[src/hw/rtl/s20_pkg.sv]
// Shared types and constants for the Salsa20 keystream combiner.
package s20_pkg;

  localparam int ROUND_COUNT = 20;
  localparam int DR_COUNT = (ROUND_COUNT + 1) / 2;
  localparam int DR_W = $clog2(DR_COUNT + 1);

  localparam logic [31:0] SIGMA0 = 32'h61707865;
  localparam logic [31:0] SIGMA1 = 32'h3320646e;
  localparam logic [31:0] SIGMA2 = 32'h79622d32;
  localparam logic [31:0] SIGMA3 = 32'h6b206574;
  localparam logic [31:0] SHORT_ADJ5 = 32'h02000000;
  localparam logic [31:0] SHORT_ADJ10 = 32'h00000004;

  localparam logic [2:0] REG_KEY0 = 3'd0;
  localparam logic [2:0] REG_KEY1 = 3'd1;
  localparam logic [2:0] REG_KEY2 = 3'd2;
  localparam logic [2:0] REG_KEY3 = 3'd3;
  localparam logic [2:0] REG_LONG = 3'd4;
  localparam logic [2:0] REG_NONCE = 3'd5;

  typedef logic [31:0] word_t;
  typedef word_t [15:0] matrix_t;

  typedef enum logic [1:0] {
    ST_IDLE,
    ST_ROUND,
    ST_FINAL,
    ST_OUT
  } state_t;

  // Controller to datapath
  typedef struct packed {
    logic load;      // load input matrix
    logic dround;    // run one double round
    logic finish;    // feed-forward add into keystream buffer, bump counter
    logic take;      // latch output byte, advance position
    logic cfg_clear; // config write; one to REG_NONCE or below clears counter and position
  } cmd_t;

  // Datapath to controller
  typedef struct packed {
    logic empty;
  } status_t;

  function automatic word_t rotl(word_t v, int s);
    rotl = (v << s) | (v >> (32 - s));
  endfunction

  function automatic matrix_t qr(matrix_t m, int a, int b, int c, int d);
    matrix_t r;
    r = m;
    r[b] = r[b] ^ rotl(r[a] + r[d], 7);
    r[c] = r[c] ^ rotl(r[b] + r[a], 9);
    r[d] = r[d] ^ rotl(r[c] + r[b], 13);
    r[a] = r[a] ^ rotl(r[d] + r[c], 18);
    qr = r;
  endfunction

endpackage

[src/hw/rtl/s20_ctrl.sv]
// Controller state machine for the Salsa20 keystream combiner.
module s20_ctrl (
  input  logic              clk,
  input  logic              rst,
  input  logic              in_valid,
  output logic              in_ready,
  output logic              out_valid,
  input  logic              out_ready,
  input  logic              cfg_write,
  output logic              cfg_ready,
  input  s20_pkg::status_t  status,
  output s20_pkg::cmd_t     cmd
);
  import s20_pkg::*;

  state_t state, state_next;
  logic [DR_W-1:0] rcnt, rcnt_next;
  logic out_valid_next;

  // State register
  always_ff @(posedge clk) begin
    if (rst) begin
      state <= ST_IDLE;
      rcnt <= '0;
      out_valid <= 1'b0;
    end else begin
      state <= state_next;
      rcnt <= rcnt_next;
      out_valid <= out_valid_next;
    end
  end

  // Next state and commands
  always_comb begin
    state_next = state;
    rcnt_next = rcnt;
    cmd = '0;
    // config only while no byte is in the core
    cfg_ready = (state == ST_IDLE);
    cmd.cfg_clear = cfg_write && cfg_ready;
    in_ready = 1'b0;
    out_valid_next = out_valid;
    if (out_valid && out_ready) out_valid_next = 1'b0;
    unique case (state)
      ST_IDLE: begin
        // a config write goes first; the byte is not taken while it is offered
        in_ready = !cfg_write;
        if (in_valid && !cfg_write) begin
          if (status.empty) begin
            cmd.load = 1'b1;
            rcnt_next = '0;
            state_next = ST_ROUND;
          end else begin
            state_next = ST_OUT;
          end
        end
      end
      ST_ROUND: begin
        cmd.dround = 1'b1;
        rcnt_next = rcnt + 1'b1;
        if (rcnt == DR_W'(DR_COUNT - 1)) state_next = ST_FINAL;
      end
      ST_FINAL: begin
        cmd.finish = 1'b1;
        state_next = ST_OUT;
      end
      ST_OUT: begin
        if (!out_valid || out_ready) begin
          cmd.take = 1'b1;
          out_valid_next = 1'b1;
          state_next = ST_IDLE;
        end
      end
      default: state_next = ST_IDLE;
    endcase
  end
endmodule

[config.mk]
export PLATFORM = sky130hd
export DESIGN_NAME = s20_ctrl
export DESIGN_NICKNAME = d
export VERILOG_FILES = /design/src/hw/rtl/s20_pkg.sv /design/src/hw/rtl/s20_ctrl.sv
export SDC_FILE = /design/constraint.sdc
export NUM_CORES = 1
export LEC_CHECK = 0
export BUFFER_PORTS_ARGS = -buffer_cell sky130_fd_sc_hd__buf_2
export CORE_AREA = 2 2 39 41
export DETAILED_ROUTE_END_ITERATION = 12
export DIE_AREA = 0 0 41 43
export PLACE_DENSITY = 0.69
export SLEW_MARGIN = 15
export SYNTH_ARGS = -nofsm -noshare
export SYNTH_HDL_FRONTEND = slang
export SYNTH_SLANG_ARGS = --single-unit
export TNS_END_PERCENT = 50
[constraint.sdc]
create_clock -name clk -period 1.8 [get_ports clk]
set_input_delay 0.27 -clock clk [delete_from_list [all_inputs] [get_ports clk]]
set_output_delay 0.27 -clock clk [all_outputs]
set_load 0.005 [all_outputs]
Word-level counts from Yosys, hierarchy flattened
Index checks and enable logic that the tools add are counted.

Register bits: 7. Bits of input ports: 6. Output and inout port bits: 8. Logic and storage cells: 41.

Add/sub/neg operators: 1. Equal/unequal tests: 8. Multiplexer cells: 19. Reductions and logical operators: 10.

Operators with widths (count): $mux W1 (11); $mux W2 (4); $mux W4 (2); $pmux W2 S4 (1); $pmux W4 S2 (1); $reduce_and A3 Y1 (2); $add A4 B1 Y4 const B (1); $eq A2 B2 Y1 const B (2); $eq A4 B4 Y1 const B (1); $ne A2 B1 Y1 const B (2); $ne A2 B2 Y1 const B (2); $logic_and A1 B1 Y1 (3); $eq A2 B1 Y1 const B (1); $logic_not A1 Y1 (2); $logic_not A2 Y1 (1); $reduce_bool A2 Y1 (1); $logic_or A1 B1 Y1 (1).

Logic depth before layout (Yosys ltp)
Word-level depth: 4. Mapped depth: 6. Gate-level depth less buffers: 5.

Worst setup path after synthesis
No wires, ideal clock.

Kind: register -> register. From: reg state[0]. To: reg state[1]. Library setup time: 121 ps. Arrival: 1471 ps. Data required time: 1679 ps. Setup slack: 208 ps. Stages on the path, launching flop included: 5. Path buffers: 0. Period minus slack after synthesis: 1592 ps. Path through: dfxtp_1 > inv_1 > ha_1 > a222oi_1 > mux2_2.

Longest elaborated chain between the ends: 3. Elaborated cells between the ends (all ways): 9. Classes of those cells: eq/ne: 6; mux: 1; reduce/logical: 2.

RTL lines: start, declared (RTL line s20_ctrl.sv:16) `state_t state, state_next;`; start signal, assigned (RTL line s20_ctrl.sv:27) `state <= state_next;`; $logic_not A2 Y1 *; named net cfg_ready (RTL line s20_ctrl.sv:10) `output logic cfg_ready,`; $ne A2 B1 Y1 (no source line); $reduce_and A3 Y1 (no source line).

Mark *: on every way through the listed nets, which the timed path passes. The rest lies on a longest branch. A chain may end at the register's enable or synchronous reset.

Worst setup path in the final report
From: reg state[0]. To: reg state[1].

Longest elaborated chain between the ends: 3. Elaborated cells between the ends (all ways): 9. Classes of those cells: eq/ne: 6; mux: 1; reduce/logical: 2.

RTL lines: $eq A2 B2 Y1 (tied with other cells) (RTL line s20_ctrl.sv:44) `unique case (state)`; $ne A2 B2 Y1 (no source line) or $ne A2 B1 Y1 (tied branches); $reduce_and A3 Y1 (no source line).

Parallel ways exist; a longest one is shown, timed or not.

==> reports/metrics.csv <==
metric,value,unit
synth_top_area_share,28.4,%
insertion_delay,0.25,ns
yosysUniqueCellTypes,22,
cts_setup_buffers,0,
final_common_cell,buf_2,
maxCapViolCount,0,
yosys-top-cells-area,"dfxtp_1, ha_1, nand2b_1",
p_leak,0.271,nW
end_kind,flop,
hold_path_class,in -> reg,
synth_xor_area_share,0,%
grt_max_degree,10,
grt_use_total,13.7,%
mostFrequentLayoutCells,"buf_2, dfxtp_1, nand3_1, ha_1",
globalplace.congestion,0.802,
syn-num-nets,67,
syn-instance-count,55,
fillerInstances,137,
peakVddDrop,0.640,mV
cts-buffers-inserted,3,
die_x,41,µm
slew_viol_final,0,
wl_per_cell,11.0,µm
cts_hold_buffers,0,
wirelength,971,µm
yosysWarnings,0,
drtAntennaViolNets,0,
required,1.94,ns
first_pass_iters,4,
avgSynthCellArea,8.99,µm²
rsz0062_at_grt,false,
cts_max_level,1,
synth-simple-area-share,29.9,%
synth_compound_area_share,16.7,%
setup_viol_count_final,0,
hpwl,754,µm
muxShareOfSynthArea,4.30,%
cts_buffer_depth,2,
hold_viol,0,
root_buffer,clkbuf_4,
grt_first_pass_wirelength,1560,µm
antenna_found_initial,0,
dpl_worst_slack,0.139,ns
grt-ovfl-total,0,
status,"finished, final reports clean",
fin_crit_sh,91.5,%
initial_core_util,35.7,%
period_needed,1.65,ns
yosys.area.top_type,dfxtp_1,
worstMarginPinSlew,0.383,ns
worst_slack,0.153,ns
critPathMaxFanout,7,
post_cts_resize_count,0,
ys_seq_area_share,28.4,%
route.detailed.drc,0,
ys_ff_latch,7,
worstPathArrival,1.79,ns
clock_skew,0.00653,ns
dr_total_vias,448,
area_growth,23.8,%
insertedDiodeCount,0,
port-buffer-count,13,
fin_tns_setup,0,ns
rows,14,
coreArea,1380,µm²
layout-drive-gt1-share,29.2,%
clk_pin_slew_worst_paths,0.06,ns
synth_top_family_by_area,simple AND/OR/NAND/NOR gates,
cts_tree,built,
avgViaCountPerCell,5.09,
grt_pass1_vias,408,
power_density,1310,nW/µm²
synth_fa_ha_area_share,15.2,%
die_height,43,µm
nets,85,
start_kind,flop,
first_iter_violations,9,
pin_count,14,
clock_sinks,7,
synthesis.area,494,µm²
fmax,607,MHz
critical_path_class,reg -> reg,
dieArea,1760,µm²
relSlewSlack,74.5,%
registers in the layout, summed over array words and instances (netlist names):
name	flops
out_valid	1
state	2
rcnt	4
cell type report:
class	count	area (µm²)	area share (%)
multi-input combinational	41	327	53.4
sequential	7	140	22.9
timing repair buffer	15	80.1	13.1
clock buffer	4	26.3	4.29
tap	16	20.0	3.27
inverter	5	18.8	3.07
cells in the mapped netlist:
cell type  count
a211o_1        3
and2_1         1
buf_2          1
mux2_2         1
a2111o_1       1
o21bai_1       1
ha_1           6
nor2b_1        2
dfxtp_1        7
mux2i_1        1
a222oi_1       1
nand3b_1       2
clkbuf_1       1
nand4b_4       1
a21oi_1        3
inv_1          5
nor2b_4        1
nand2_1        1
nand3_1        6
nor2_1         3
nand2b_1       5
a31oi_1        2
logic make-up after synthesis:
| family | count (synthesis) |
|---|---|
| compound gates | 11 |
| fa+ha+maj | 6 |
| buf+inv | 7 |
| flops | 7 |
| mux | 2 |
| simple gates | 22 |
worst paths after layout:
path                                       startpoint               endpoint  slack (ns)  cells past startpoint
worst min register to register   rcnt[1]$_SDFFE_PP0P_   rcnt[1]$_SDFFE_PP0P_        0.51                      2
worst min-delay path                              rst   rcnt[0]$_SDFFE_PP0P_        0.31                      2
worst max-delay path            state[0]$_SDFFE_PP0P_  state[1]$_SDFFE_PP0P_        0.15                      4
worst max register to register  state[0]$_SDFFE_PP0P_  state[1]$_SDFFE_PP0P_        0.15                      4
critical path, stage by stage, from the launching register on:
cell	delay, ns
dfxtp_1	0.38
inv_1	0.08
ha_1	0.29
a222oi_1	0.42
mux2_2	0.38
power by group:
part | switching, mW | leakage [nW] | total, mW | internal, mW
Sequential | 0.0290 | 0.0568 | 0.215 | 0.186
Combinational | 0.226 | 0.199 | 0.443 | 0.217
Clock | 0.0593 | 0.0150 | 0.144 | 0.0847
metal layers:
metal / vias up / part of all wire (%) / GRT usage, %
met5: - / 0 / 0
met1: 205 / 47 / 14.2
li1: 228 / - / -
met2: 13 / 45 / 20.3
met3: 2 / 6.7 / 9.42
met4: 0 / 1.4 / 6.00
metrics by stage:
step	utilization (%)	instance area (µm²)	hold slack [ns]	std cells	total power, mW
after floorplan	-	494	0.450	55	0.503
after global placement	42.3	586	0.498	84	0.655
after detailed placement	42.3	586	0.501	84	0.668
after CTS	44.2	612	0.301	88	0.817
after global routing	44.2	612	0.298	88	0.884
final	44.2	612	0.308	88	0.802
No activity file was read; power rests on OpenSTA's default activity.
